### config.mk
export PLATFORM = sky130hd
export DESIGN_NAME = ngps_front
export DESIGN_NICKNAME = d
export VERILOG_FILES = /design/src/sv/ngps_pkg.sv /design/src/sv/ngps_front.sv
export SDC_FILE = /design/constraint.sdc
export NUM_CORES = 1
export LEC_CHECK = 0
export CAP_MARGIN = 5
export CORE_MARGIN = 10
export CORE_UTILIZATION = 40
export CTS_BUF_LIST = sky130_fd_sc_hd__clkbuf_16
export CTS_CLUSTER_SIZE = 8
export DETAILED_ROUTE_END_ITERATION = 6
export DONT_BUFFER_PORTS = 1
export GPL_TIMING_DRIVEN = 0
export MAX_ROUTING_LAYER = met4
export SLEW_MARGIN = 15
export SYNTH_ARGS = -nofsm -noshare
export SYNTH_HDL_FRONTEND = slang
export SYNTH_SLANG_ARGS = --single-unit
### constraint.sdc
create_clock -name clock -period 1.3 [get_ports clock]
set_input_delay 0.26 -clock clock [delete_from_list [all_inputs] [get_ports clock]]
set_output_delay 0.26 -clock clock [all_outputs]
set_load 0.03 [all_outputs]
### src/sv/ngps_pkg.sv
`timescale 1ns / 1ps

package ngps_pkg;

   // fixed field widths
   localparam int COORD_BITS = 16;
   localparam int IDX_BITS   = 5;
   localparam int COUNT_BITS = 6;
   localparam int DIFF_W     = COORD_BITS + 1;
   localparam int SQ_W       = 2 * COORD_BITS;
   localparam int DIST_W     = SQ_W + 1;

   // configuration register indexes
   localparam int CSR_IDX_W = 1;
   localparam logic [CSR_IDX_W-1:0] CSR_ROW_COUNT = 1'd0;
   localparam logic [CSR_IDX_W-1:0] CSR_COL_COUNT = 1'd1;

   // item modes
   localparam logic MODE_LOAD  = 1'b0;
   localparam logic MODE_QUERY = 1'b1;

   // command queue between front and back
   localparam int QUEUE_DEPTH = 2;
   localparam int QPTR_W      = $clog2(QUEUE_DEPTH);
   localparam int QCNT_W      = $clog2(QUEUE_DEPTH + 1);

   typedef struct packed {
      logic                         mode;
      logic [IDX_BITS-1:0]          row;
      logic [IDX_BITS-1:0]          col;
      logic signed [COORD_BITS-1:0] point_x;
      logic signed [COORD_BITS-1:0] point_y;
   } req_type;

   typedef struct packed {
      logic [IDX_BITS-1:0] best_col;
      logic [IDX_BITS-1:0] best_row;
      logic [DIST_W-1:0]   best_dist;
      logic                nearest_valid;
   } rsp_type;

   typedef struct packed {
      logic                         query;
      logic                         in_grid;
      logic [IDX_BITS-1:0]          row;
      logic [IDX_BITS-1:0]          col;
      logic signed [COORD_BITS-1:0] point_x;
      logic signed [COORD_BITS-1:0] point_y;
   } cmd_type;

endpackage

### src/sv/ngps_front.sv
`timescale 1ns / 1ps

module ngps_front #(
   parameter int MAX_ROWS = 32,
   parameter int MAX_COLS = 32
) (
   input  logic             clock,
   input  logic             reset,
   input  logic             req_valid,
   output logic             req_ready,
   input  ngps_pkg::req_type req_data,
   output logic             cmd_valid,
   input  logic             cmd_ready,
   output ngps_pkg::cmd_type cmd_data
);
   import ngps_pkg::*;

   logic    out_valid_ff, out_valid_in;
   cmd_type cmd_ff, cmd_in;
   logic    accept;

   assign req_ready = !out_valid_ff || cmd_ready;
   assign accept    = req_valid && req_ready;

   // classify: query vs load, and whether a load lands inside the grid
   always_comb begin
      cmd_in.query   = (req_data.mode == MODE_QUERY);
      cmd_in.in_grid = (32'(req_data.row) < MAX_ROWS) && (32'(req_data.col) < MAX_COLS);
      cmd_in.row     = req_data.row;
      cmd_in.col     = req_data.col;
      cmd_in.point_x = req_data.point_x;
      cmd_in.point_y = req_data.point_y;
   end

   always_comb begin
      out_valid_in = out_valid_ff;
      if (accept) begin
         out_valid_in = 1'b1;
      end else if (cmd_ready) begin
         out_valid_in = 1'b0;
      end
   end

   always_ff @(posedge clock) begin
      if (reset) begin
         out_valid_ff <= 1'b0;
      end else begin
         out_valid_ff <= out_valid_in;
      end
   end

   always_ff @(posedge clock) begin
      if (accept) begin
         cmd_ff <= cmd_in;
      end
   end

   assign cmd_valid = out_valid_ff;
   assign cmd_data  = cmd_ff;

endmodule

==> results summary <==
The flow ran to the end, and the final reports show no timing, DRC or antenna violations. The count of maximum capacitance violations is 0. The clock transition at the registers of the reported paths came out at 50 ps.

The average instance in the mapped netlist occupies 27.2 µm². The effective utilization at floorplan came out at 41.0%. The first-pass GRT wire length came out at 4.03 mm. Net switching is 22.1% of the power.

The launch point of the critical path is cmd_valid. Overall power consumption after layout is estimated at 3.04 mW. The post-synthesis instance total is 50. The number of hold buffers added after CTS was 0. TritonCTS built the clock tree. The combinational power share came out at 1.8%. The horizontal die dimension is 78.3 µm.

After detailed routing, the average wire length per cell comes to 28.4 µm. The switching power came out at ~0.67 mW. Setup repair after global routing left no endpoint under its margin. Yosys printed 0 warnings. The count of final setup violators came out at 0.

The kind of start point of the critical path is a flop. Counting I/O delays and the setup requirement, the final critical path takes about 1200 ps. The arrival time of the worst setup path came out at 1170 ps. The leakage power summed over all cells came out at 0.527 nW.

STA classifies the critical path endpoint as a flop. The worst setup path is of the reg -> reg kind. The top routing layer in use is met4.

The hold violation total from the final report was 0. The sequential element share of the synthesized area came out at 96.6%. The delay of the slowest cell on the worst path is 390 ps.

In the finished design, the share of the clock period the worst path needs comes to 94.1%. The total clock buffers created by CTS is 5. The clock latency reported for the late side of the worst-skew pair is about 270 ps. The number of buffers on the longest clock path came out at 2. The cell internal power dissipation is 2.37 mW. Cells with a size suffix above 1 make up 20.7% of the layout.

CTS saw 44 sinks. The fmax came out at 817 MHz. For this run, design rule violations remaining after detail routing come to 0. The die is roughly 78 µm tall. The number of gates resized after cts is 1. The core region is 3310 µm². The post-route setup TNS came out at 0 ps. In the layout the commonest cells are sky130_fd_sc_hd__edfxtp_1, sky130_fd_sc_hd__clkbuf_16, sky130_fd_sc_hd__and2_4, sky130_fd_sc_hd__inv_1.

The path class of the tightest hold or removal check is in -> reg. Among all stages on the critical path, the largest delay is contributed by sky130_fd_sc_hd__dfxtp_4. After synthesis, the netlist uses 8 different library cells. The die covers slightly above 6000 µm². The wire length on met1 came out at 1.08 mm. The post-CTS setup buffer count is 0. Along the worst path, the maximum fanout reaches 22. The per-cell via count in the routed design came out at 4.89. The mapped cell area is 1360 µm².

The iteration-0 DRC count of the detailed router came out at 33. After synthesis the netlist holds a flip-flop and latch count of 44. The largest voltage drop on the vdd net is 781 µV. The detailed route wirelength on metal2 came out at 1.44 mm. The congestion estimate from routability-driven global placement came to 0.627. The worst register-to-register path begins at cmd_valid. The number of antenna violations at the first check in global routing is 0. The power share of the sequential group is 61.3%. The via count of the first global-routing pass is 588. Leaving out fill and tap cells, the most frequent cell in the layout is sky130_fd_sc_hd__edfxtp_1. The number of nets in the layout is 105. The tree is rooted in a sky130_fd_sc_hd__clkbuf_16. The number of antenna cells inserted came out at 0. The number of nets produced by synthesis is 97.

The remaining number of nets flagged by the antenna check after routing is 0. For the worst setup path, the data required time is 1250 ps. Entering global routing, the biggest net connects 23 pins. The final count of pins violating max slew was 0. Of the total power, the clock network draws 36.9%. The H-tree generated during clock tree synthesis spans 2 levels. The number of I/O pins is 93. The final critical-path setup slack came out at 76.4 ps. The final worst hold slack is around 34 ps. The total grt overflow came out at 0. The worst min-delay path startpoint is reset. Detailed routing placed a total of 414 µm of wire on met3. The total routed wirelength is 2.95 mm. The worst slack at placement is -133 ps.

The detailed-route via count came out at around 510. The largest clock skew in the final design is 2.05 ps. The power density over cell area is 1940 nW/µm². Traced cell by cell, the critical path runs through nand2b_4 > and2_4. Compared with the post-synthesis result, the final layout area differs by 15.0%. The total number of placement rows came out at 21.

The number of buffer cells added on primary ports is 0. The total routing resource utilization after global routing is 9.63%. The length of the first detailed-routing pass in iterations came out at 3.
## synth_stat cells
cell type	n	area share (%)
sky130_fd_sc_hd__buf_4	1	0.55
sky130_fd_sc_hd__conb_1	1	0.28
sky130_fd_sc_hd__nand2b_4	1	1.0
sky130_fd_sc_hd__inv_1	1	0.28
sky130_fd_sc_hd__dfxtp_1	1	1.5
sky130_fd_sc_hd__and2_4	1	0.65
sky130_fd_sc_hd__edfxtp_1	43	95
sky130_fd_sc_hd__a21oi_2	1	0.65
## logic make-up (layout without fill, tap and decap cells)
family	Yosys count	after routing	share of synthesized area, %
flops	44	44	96.6
other cells	1	1	0.276
buf+inv	2	9	0.829
compound gates	1	1	0.645
simple gates	2	3	1.66
## worst paths after layout
check	endpoint	slack, ps	cells after the start
setup / recovery	cmd_data[23]	80	2
hold / removal	cmd_valid	30	1
setup reg to reg	cmd_data[23]	80	2
hold reg to reg	cmd_valid	640	2
## power groups by stage
stage / Combinational [mW] / Clock (mW) / Sequential, mW
4_1_cts: 0.0559 / 1.16 / 1.87
3_5_place_dp: 0.0508 / 0 / 1.90
3_3_place_gp: 0.0486 / 0 / 1.89
5_1_grt: 0.0591 / 1.23 / 1.87
2_1_floorplan: 0.0416 / 0 / 1.87
6_report: 0.0542 / 1.12 / 1.86
## area by class of cell
cell class | count | area [µm²]
Fill cell | 284 | 1750
Buffer | 1 | 7.51
Sequential cell | 44 | 1320
Multi-Input combinational cell | 5 | 43.8
Clock inverter | 2 | 8.76
Clock buffer | 5 | 125
Inverter | 1 | 3.75
Tap cell | 46 | 57.6
## per-stage QoR
| stage | instance area (µm²) | utilization, % | instances |
|---|---|---|---|
| finish | 1560 | 47.2 | 104 |
| global route | 1560 | 47.2 | 104 |
| CTS | 1560 | 47.2 | 104 |
| detailed placement | 1420 | 42.9 | 96 |
| global placement | 1420 | 42.9 | 96 |
| floorplan | 1360 | - | 50 |
## per-layer routing
metal | vias up | GRT usage, %
met1 | 242 | 9.23
li1 | 209 | -
met4 | 0 | 4.84
met2 | 56 | 14.6
met5 | - | -
met3 | 2 | 6.49
## sequential cells by signal, summed over array words and instances, names as in the netlist
signal     flops
cmd_data      43
cmd_valid      1
## worst max-delay path, delay by kind of cell, from the launching register on
kind	cells	cell delay (ps)
simple gates	2	500
flops	1	390
Power figures use the tool's default switching activity.
