==> src/sv/ngps_pkg.sv <==
`timescale 1ns / 1ps

package ngps_pkg;

   // fixed field widths
   localparam int COORD_BITS = 16;
   localparam int IDX_BITS   = 5;
   localparam int COUNT_BITS = 6;
   localparam int DIFF_W     = COORD_BITS + 1;
   localparam int SQ_W       = 2 * COORD_BITS;
   localparam int DIST_W     = SQ_W + 1;

   // configuration register indexes
   localparam int CSR_IDX_W = 1;
   localparam logic [CSR_IDX_W-1:0] CSR_ROW_COUNT = 1'd0;
   localparam logic [CSR_IDX_W-1:0] CSR_COL_COUNT = 1'd1;

   // item modes
   localparam logic MODE_LOAD  = 1'b0;
   localparam logic MODE_QUERY = 1'b1;

   // command queue between front and back
   localparam int QUEUE_DEPTH = 2;
   localparam int QPTR_W      = $clog2(QUEUE_DEPTH);
   localparam int QCNT_W      = $clog2(QUEUE_DEPTH + 1);

   typedef struct packed {
      logic                         mode;
      logic [IDX_BITS-1:0]          row;
      logic [IDX_BITS-1:0]          col;
      logic signed [COORD_BITS-1:0] point_x;
      logic signed [COORD_BITS-1:0] point_y;
   } req_type;

   typedef struct packed {
      logic [IDX_BITS-1:0] best_col;
      logic [IDX_BITS-1:0] best_row;
      logic [DIST_W-1:0]   best_dist;
      logic                nearest_valid;
   } rsp_type;

   typedef struct packed {
      logic                         query;
      logic                         in_grid;
      logic [IDX_BITS-1:0]          row;
      logic [IDX_BITS-1:0]          col;
      logic signed [COORD_BITS-1:0] point_x;
      logic signed [COORD_BITS-1:0] point_y;
   } cmd_type;

endpackage

==> src/sv/ngps_queue.sv <==
`timescale 1ns / 1ps

module ngps_queue (
   input  logic              clock,
   input  logic              reset,
   input  logic              in_valid,
   output logic              in_ready,
   input  ngps_pkg::cmd_type in_data,
   output logic              out_valid,
   input  logic              out_ready,
   output ngps_pkg::cmd_type out_data
);
   import ngps_pkg::*;

   cmd_type            slots_ff [QUEUE_DEPTH];
   logic [QPTR_W-1:0]  wr_ptr_ff, wr_ptr_in;
   logic [QPTR_W-1:0]  rd_ptr_ff, rd_ptr_in;
   logic [QCNT_W-1:0]  count_ff, count_in;
   logic               push, pop;

   assign in_ready  = (32'(count_ff) != QUEUE_DEPTH);
   assign out_valid = (count_ff != '0);
   assign push      = in_valid && in_ready;
   assign pop       = out_valid && out_ready;
   assign out_data  = slots_ff[rd_ptr_ff];

   always_comb begin
      wr_ptr_in = push ? wr_ptr_ff + 1'b1 : wr_ptr_ff;
      rd_ptr_in = pop  ? rd_ptr_ff + 1'b1 : rd_ptr_ff;
      count_in  = count_ff;
      if (push && !pop) begin
         count_in = count_ff + 1'b1;
      end else if (pop && !push) begin
         count_in = count_ff - 1'b1;
      end
   end

   always_ff @(posedge clock) begin
      if (reset) begin
         wr_ptr_ff <= '0;
         rd_ptr_ff <= '0;
         count_ff  <= '0;
      end else begin
         wr_ptr_ff <= wr_ptr_in;
         rd_ptr_ff <= rd_ptr_in;
         count_ff  <= count_in;
      end
   end

   always_ff @(posedge clock) begin
      if (push) begin
         slots_ff[wr_ptr_ff] <= in_data;
      end
   end

endmodule

==> config.mk <==
export PLATFORM = sky130hd
export DESIGN_NAME = ngps_queue
export DESIGN_NICKNAME = d
export VERILOG_FILES = /design/src/sv/ngps_pkg.sv /design/src/sv/ngps_queue.sv
export SDC_FILE = /design/constraint.sdc
export NUM_CORES = 1
export LEC_CHECK = 0
export BUFFER_PORTS_ARGS = -buffer_cell sky130_fd_sc_hd__buf_2
export CORE_MARGIN = 2
export CORE_UTILIZATION = 55
export DETAILED_ROUTE_END_ITERATION = 8
export PLACE_DENSITY = 0.94
export REMOVE_ABC_BUFFERS = 1
export SLEW_MARGIN = 20
export SYNTH_ARGS = -nofsm -noshare
export SYNTH_HDL_FRONTEND = slang
export SYNTH_SLANG_ARGS = --single-unit
==> constraint.sdc <==
create_clock -name clock -period 4.7 [get_ports clock]
set_input_delay 1.41 -clock clock [delete_from_list [all_inputs] [get_ports clock]]
set_output_delay 1.41 -clock clock [all_outputs]
set_load 0.01 [all_outputs]
==> results of run 1 <==
## Yosys cell counts
master,number,area (µm²)
edfxtp_1,88,2643
mux2_2,44,495.5
dfxtp_1,5,100.1
buf_4,3,22.52
nor2_1,3,11.26
xor2_1,3,26.28
a21oi_1,2,10.01
buf_2,2,10.01
o21ai_0,2,10.01
a21bo_2,1,10.01
and2_1,1,6.260
and3_1,1,6.260
ha_1,1,12.51
inv_1,1,3.750
nand2b_1,1,6.260
nand3b_1,1,7.510
or2_2,1,6.260
or3_1,1,6.260
## power by group through the flow
stage	Sequential, µW	Clock, µW	Combinational (µW)
detailed placement	1140	0	483
global placement	1130	0	474
floorplan	1110	0	311
finish	1120	495	476
global route	1130	539	522
CTS	1120	515	486
## metrics by stage
step | cell area (µm²) | cells
final | 4113 | 340
after global routing | 4113 | 340
after CTS | 4113 | 340
after detailed placement | 3923 | 324
after global placement | 3923 | 324
after floorplan | 3361 | 156
## flip-flops by register name, indices dropped and copies added, names as in the netlist, named ones only
name / flops
wr_ptr_ff: 1
rd_ptr_ff: 1
slots_ff: 88
count_ff: 2
## cell usage in the layout (no fill, tap or decap), drive strengths merged
master    synthesis  routed
buf               5      93
edfxtp           88      88
mux2             44      44
clkbuf            0       9
dfxtp             5       5
clkinv            0       4
xor2              3       3
nor2              3       3
o21ai             2       2
a21oi             2       2
clkinvlp          0       2
nand2b            1       1
and2              1       1
or2               1       1
and3              1       1
nand3b            1       1
inv               1       1
a21bo             1       1
or3               1       1
ha                1       1
bufinv            0       1
## critical path: cells and delay by family (launching register included)
| family | cells | cell delay (ns) |
|---|---|---|
| DFF | 1 | 1.01 |
| muxes | 1 | 0.43 |
| buffers and inverters | 1 | 0.14 |
## cell type report
cell class              instances  area (µm²)  share of cell area, %
clock buffers                   9       123.9                  3.012
inverters                       1       3.754                0.09127
well taps                      75       93.84                  2.282
multi-input cells              62       615.6                  14.97
flip-flops and latches         93        2744                  66.72
repair buffers                 93       465.4                  11.32
clock inverters                 7       66.31                  1.612
## metal layers
layer	part of all wire (%)	wire [µm]
met5	0	0
met1	41	2119
met3	5.8	304
met2	52	2706
met4	1.6	86
## logic make-up (layout without fill, tap and decap cells)
family	Yosys count	after routing	synth area share, %
muxes	44	44	14.60
xor gates and xnor gates	3	3	0.7745
and+or+nand+nor	9	9	1.476
DFF	93	93	80.83
adders and majority gates	1	1	0.3687
buffers and inverters	6	110	1.069
AOI/OAI and AO/OA	5	5	0.8850
## worst paths after layout
kind	from	end	slack [ns]	cells past startpoint
max	flop	out_data[43]	1.36	2
min	rd_ptr_ff	flop	0.52	2
max reg2reg	count_ff[0]	slots_ff[1][4]	2.81	2
min reg2reg	rd_ptr_ff	flop	0.52	2
==> flow_metrics.tcl, run 1 <==
set metrics [dict create \
    clock_latency_ns 0.34 \
    gp_congestion 0.6729 \
    p_seq_share_pct 53.5 \
    crit_chain "mux2_2 -> buf_2" \
    io_pins 94 \
    die-height_um 82.55 \
    area_growth_pct 21.20 \
    finalNetCount 309 \
    p_total_uw 2088 \
    power-per-cell-area_nw_per_um2 507.7 \
    place_ws_ns 1.690 \
    cts_buffer_depth 2 \
    start_util_pct 56.97 \
    tns_ns 0 \
    grt_first_pass_wirelength_um 7521 \
    numCtsBuffers 9 \
    num_vias 1722 \
    arrival_ns 1.93 \
    internal_power_uw 1529 \
    critical_path_class "reg -> out" \
    die_area_um2 6814 \
    cts.clk_slew.worst_paths_ns 0.08 \
    rows 28 \
    hold_path.class "reg -> reg" \
    slowest_delay_ns 1.01 \
    cts_resized 0 \
    hold_viol 0 \
    cts_tree "yes" \
    grt_use_met1_pct 17.54 \
    via_per_inst 5.065 \
    cts_root_buf "clkbuf_8" \
    p_comb_share_pct 22.8 \
    syn_area_um2 3393 \
    peakVddDrop_v 0.0004518 \
    crit_path_end_kind "output port" \
    post-route-util_pct 69.05 \
    sw_frac_of_total_pct 26.78 \
    finalMaxSlewViolations 0 \
    ctsHoldBuffers 0 \
    rsz0062_at_grt "false" \
    io_buffers 93 \
    hold_ws_ns 0.5155 \
    critPathLaunchType "flop" \
    leakagePower_uw 0.001538 \
    dieWidth_um 82.55 \
    cts.htree.levels 3 \
    synth_cell_types 18 \
    max_slew.worst_pin.slew_ns 1.027 \
    grt_max_degree 45 \
    busiest_layer "met2" \
    worst_slack_ns 1.355 \
    min_period_ns 3.345 \
    place_hpwl_um 3383 \
    crit_fanout 44 \
    synth_seq_area_share_pct 80.83 \
    antenna_found_initial 0 \
    fill_cells 429 \
    coreArea_um2 5956 \
    slowest_stage "dfxtp_2" \
    setup_viol 0 \
    grt_pass1_vias 1687 \
    drive_gt1_share_pct 58.87 \
    slew_headroom_pct 31.55 \
    drtIter0Drc 93 \
    clkPwrFrac_pct 23.7 \
    routedWlPerCell_um 15.34 \
    synth.avg_cell_area_um2 21.08 \
    ys_ff_latch 93 \
    track_usage_pct 15.48 \
    synth_cells 161 \
    postCtsSetupBuffers 0 \
    maxCapViolations 0 \
    routed_wl_um 5217 \
    ys_warn_count 0 \
    min_period_over_period_pct 71.16 \
    antenna_cells 0 \
    use_met3_pct 4.239 \
    firstDrtPassIters 4 \
    clock_sinks 93 \
    fin_skew_ns 0.004341 \
    required_ns 3.29 \
    grt_util_met2_pct 26.85 \
    grt_overflow_total 0 \
    route.detailed.drc 0 \
    status "complete, no violations" \
    antenna_left 0 \
    max_freq_mhz 299.0 \
    switchingPower_uw 559.1 \
]
(Power assumes the default switching activity.)
==> run 2, diff against run 1 <==
- ABC_AREA: default -> 1
- CORE_UTILIZATION: 55 -> 47
- PLACE_DENSITY: 0.94 -> 0.86
- clock period: 4.7 -> 2.82 ns (I/O delays scaled with it)
==> flow_metrics.tcl, run 2 <==
set metrics [dict create \
    grt_pass1_vias 1862 \
    place_hpwl_um 3806 \
    synth.avg_cell_area_um2 20.80 \
    status "complete, no violations" \
    critical_path_class "reg -> out" \
    coreArea_um2 7370 \
    gp_congestion 0.7018 \
    clock_sinks 93 \
    yosysMostFrequentCell "edfxtp_1" \
    required_ns 1.97 \
    cts.clk_slew.worst_paths_ns 0.07 \
    route.detailed.drc 0 \
    synth-edff-count 88 \
    cts_tree "yes" \
    ys_warn_count 0 \
    crit_path_end_kind "output port" \
    slew_headroom_pct 66.55 \
    leakagePower_uw 0.001734 \
    min_period_over_period_pct 86.47 \
    antenna_found_initial 1 \
    maxCapViolations 0 \
    clock_latency_ns 0.35 \
    synthTopCellsByArea "edfxtp_1 (73%), mux2_4 (17%), dfxtp_1 (2.8%)" \
    num_vias 1805 \
    fill_cells 595 \
    seq_area_um2 2744 \
    io_buffers 93 \
    post-route-util_pct 58.88 \
    drive_gt1_share_pct 55.99 \
    power-per-cell-area_nw_per_um2 812.3 \
    synth_common_cells "edfxtp_1 (88), mux2_4 (40), nand2_1 (9)" \
    regMostFlops "slots_ff" \
    finalMaxSlewViolations 0 \
    grt_max_degree 29 \
    hold_viol 0 \
    crit_fanout 28 \
    rows 31 \
    grt_overflow_total 0 \
    top_regs "slots_ff x88, count_ff x2" \
    yosysTopAreaCell "edfxtp_1" \
    routedWlPerCell_um 14.28 \
    die-height_um 91.75 \
    grt_first_pass_wirelength_um 8335 \
    ctsHoldBuffers 0 \
    routed_wl_um 5471 \
    rsz0062_at_grt "false" \
    die_area_um2 8417 \
    max_freq_mhz 410.1 \
    start_util_pct 49.10 \
    max_slew.worst_pin.slew_ns 0.5017 \
    hold_path.class "reg -> reg" \
    design_area_um2 4339 \
    synth_cells 174 \
    firstDrtPassIters 4 \
    via_per_inst 4.713 \
    syn_area_um2 3618 \
    synth_cell_types 14 \
    arrival_ns 1.59 \
    track_usage_pct 13.19 \
    postCtsSetupBuffers 0 \
    peakVddDrop_v 0.0004130 \
    synthArstFlopShare_pct 0 \
    fin_skew_ns 0.01621 \
    final_common_cell "buf_2" \
    hold_ws_ns 0.5429 \
    final_cell_mix "buf_2 (93), edfxtp_1 (88), mux2_4 (40), nand2_1 (9), clkbuf_8 (9)" \
    antenna_cells 0 \
    synth_seq_area_share_pct 75.80 \
    cts_resized 0 \
    cts_root_buf "clkbuf_8" \
    finalNetCount 328 \
    ys_ff_latch 93 \
    synth_flop_cell "edfxtp_1" \
    multi_input_area_um2 769.5 \
    min_period_ns 2.439 \
    cts_buffer_depth 2 \
    dieWidth_um 91.75 \
    setup_viol 0 \
    synth_top_area_share_pct 73.03 \
    area_growth_pct 19.92 \
    largest_reg_flops 88 \
    numCtsBuffers 9 \
    post_dp_cell_area_um2 4178 \
    critPathLaunchType "flop" \
    io_pins 94 \
    drtIter0Drc 61 \
    cts.htree.levels 3 \
    antenna_left 0 \
]
-- run 2: power by group --
part / switching, µW / internal [µW]
sequential: 54.6 / 1740
combinational: 497 / 492
clock: 416 / 320
-- run 2: path summary, 6_finish.rpt --
| path | from | endpoint | slack, ns | cells past startpoint |
|---|---|---|---|---|
| hold reg to reg | rd_ptr_ff | rd_ptr_ff | 0.54 | 2 |
| setup / recovery | flop | out_data[41] | 0.38 | 3 |
| hold / removal | rd_ptr_ff | rd_ptr_ff | 0.54 | 2 |
| setup reg to reg | count_ff[0] | count_ff[1] | 1.24 | 9 |
-- run 2: layer usage --
metal / GRT usage [%] / share of wire, %
met1: 14.17 / 39
met2: 23.04 / 54
met3: 4.519 / 6.1
met4: 6.716 / 1.2
met5: 0 / 0.26
-- run 2: kinds of logic after synthesis --
logic type	share of synthesized area (%)
AOI/OAI and AO/OA	0.5533
DFF	75.80
buffers and inverters	3.354
muxes	17.84
and+or+nand+nor	2.109
adders and majority gates	0.3457
-- run 2: area by class of cell --
type | count | area share (%)
clock buffers | 12 | 3.114
inverters | 8 | 0.6920
well taps | 99 | 2.855
clock inverters | 4 | 0.6055
flip-flops and latches | 93 | 63.24
multi-input cells | 68 | 17.73
repair buffers | 99 | 11.76
-- run 2: metrics by stage --
step                      setup slack (ns)  power (µW)  setup TNS (ns)  instances
after CTS                           0.3481        3576               0        383
after global placement              0.7510        2809               0        367
after detailed placement            0.7292        2839               0        367
after floorplan                    -0.4133        2516          -43.91        169
after global routing                0.3009        3705               0        383
final                               0.3814        3525               0        383
-- run 2: worst max-delay path: stages (launching register included) --
cell and delay [ns]:
dfxtp_2 0.33, buf_4 0.42, mux2_4 0.35, buf_2 0.14
==> run 3, diff against run 2 <==
- BUFFER_PORTS_ARGS: -buffer_cell sky130_fd_sc_hd__buf_2 -> default
- CORE_MARGIN: 2 -> 3
- CORE_UTILIZATION: 47 -> 55
- DONT_BUFFER_PORTS: default -> 1
- PLACE_DENSITY: 0.86 -> 0.84
==> flow_metrics.tcl, run 3 (synthesis results as in run 2) <==
set metrics [dict create \
    start_util_pct 59.02 \
    io_pins 94 \
    ctsHoldBuffers 0 \
    tns_ns 0 \
    maxCapViolations 0 \
    clock_latency_ns 0.34 \
    grt_max_degree 32 \
    cts.htree.levels 3 \
    slew_headroom_pct 69.84 \
    io_buffers 0 \
    peakVddDrop_v 0.0004338 \
    dieWidth_um 87.11 \
    cts_tree "yes" \
    cts_root_buf "clkbuf_8" \
    routed_wl_um 5338 \
    rsz0062_at_grt "false" \
    place_hpwl_um 3840 \
    critical_path_class "reg -> out" \
    numCtsBuffers 9 \
    cts.clk_slew.worst_paths_ns 0.08 \
    postCtsSetupBuffers 0 \
    final_cell_mix "edfxtp_1 (88), mux2_4 (40), nand2_1 (9), clkbuf_8 (9), inv_1 (8)" \
    status "complete, no violations" \
    hold_path.class "reg -> reg" \
    drtIter0Drc 65 \
    cts_buffer_depth 2 \
    firstDrtPassIters 4 \
    die_area_um2 7588 \
    hold_viol 0 \
    finalMaxSlewViolations 0 \
    crit_path_end_kind "output port" \
    coreArea_um2 6131 \
    max_freq_mhz 428.1 \
    antenna_cells 0 \
    fin_skew_ns 0.008529 \
    clock_sinks 93 \
    critPathLaunchType "flop" \
    arrival_ns 1.49 \
    area_growth_pct 7.953 \
    setup_viol 0 \
    min_period_over_period_pct 82.83 \
    crit_fanout 25 \
    antenna_found_initial 0 \
    finalNetCount 233 \
    power-per-cell-area_nw_per_um2 904.9 \
    grt_first_pass_wirelength_um 8093 \
    route.detailed.drc 0 \
    min_period_ns 2.336 \
    required_ns 1.97 \
    die-height_um 87.11 \
    rows 28 \
    place_ws_ns 0.8190 \
    routedWlPerCell_um 20.22 \
    drive_gt1_share_pct 34.39 \
    regMostFlops "slots_ff" \
    worst_slack_ns 0.4843 \
    grt_overflow_total 0 \
    gp_congestion 0.7171 \
    top_regs "slots_ff x88, count_ff x2" \
    cts_resized 0 \
    grt_pass1_vias 1569 \
    final_common_cell "edfxtp_1" \
    num_vias 1477 \
    max_slew.worst_pin.slew_ns 0.4514 \
    largest_reg_flops 88 \
    via_per_inst 5.595 \
    antenna_left 0 \
    leakagePower_uw 0.001393 \
    track_usage_pct 14.78 \
]
-- run 3: layer usage --
| metal | vias up | GRT usage (%) | wire (µm) |
|---|---|---|---|
| met4 | 0 | 7.113 | 89 |
| met1 | 724 | 15.72 | 2024 |
| met2 | 65 | 24.29 | 2549 |
| met5 | - | 0 | 0 |
| met3 | 9 | 7.569 | 675 |
| li1 | 679 | - | - |
-- run 3: metrics by stage --
stage	instances	hold WS (ns)	utilization [%]	area (µm²)	power [µW]
4_1_cts	264	0.5260	63.71	3906	3586
2_1_floorplan	169	0.4645	-	3527	2516
6_report	264	0.5381	63.71	3906	3535
3_3_place_gp	248	0.4823	60.22	3692	2619
3_5_place_dp	248	0.4868	60.22	3692	2660
5_1_grt	264	0.5584	63.71	3906	3712
-- run 3: final timing paths --
kind | slack [ns] | endpoint | cells past startpoint | startpoint
setup / recovery | 0.48 | out_data[24] | 2 | flop
hold / removal | 0.54 | rd_ptr_ff | 2 | rd_ptr_ff
setup reg to reg | 1.10 | slots_ff[0][43] | 5 | count_ff[0]
hold reg to reg | 0.54 | rd_ptr_ff | 2 | rd_ptr_ff
-- run 3: cell type report --
class,instances,area [µm²]
clock buffers,10,127.6
clock inverters,6,86.33
fillers,407,2225
inverters,8,30.03
multi-input cells,68,769.5
flip-flops and latches,93,2744
well taps,75,93.84
repair buffers,4,55.05
-- run 3: power breakdown --
group / switching, µW / leakage (µW) / internal [µW]
Sequential: 57.3 / 0.000863 / 1750
Combinational: 450 / 0.000423 / 360
Clock: 422 / 0.000108 / 500
Total: 929 / 0.00139 / 2610
-- run 3: critical path, stage by stage, from the launching register on --
cell and delay [ns]:
dfxtp_2 0.33, buf_4 0.37, mux2_2 0.43
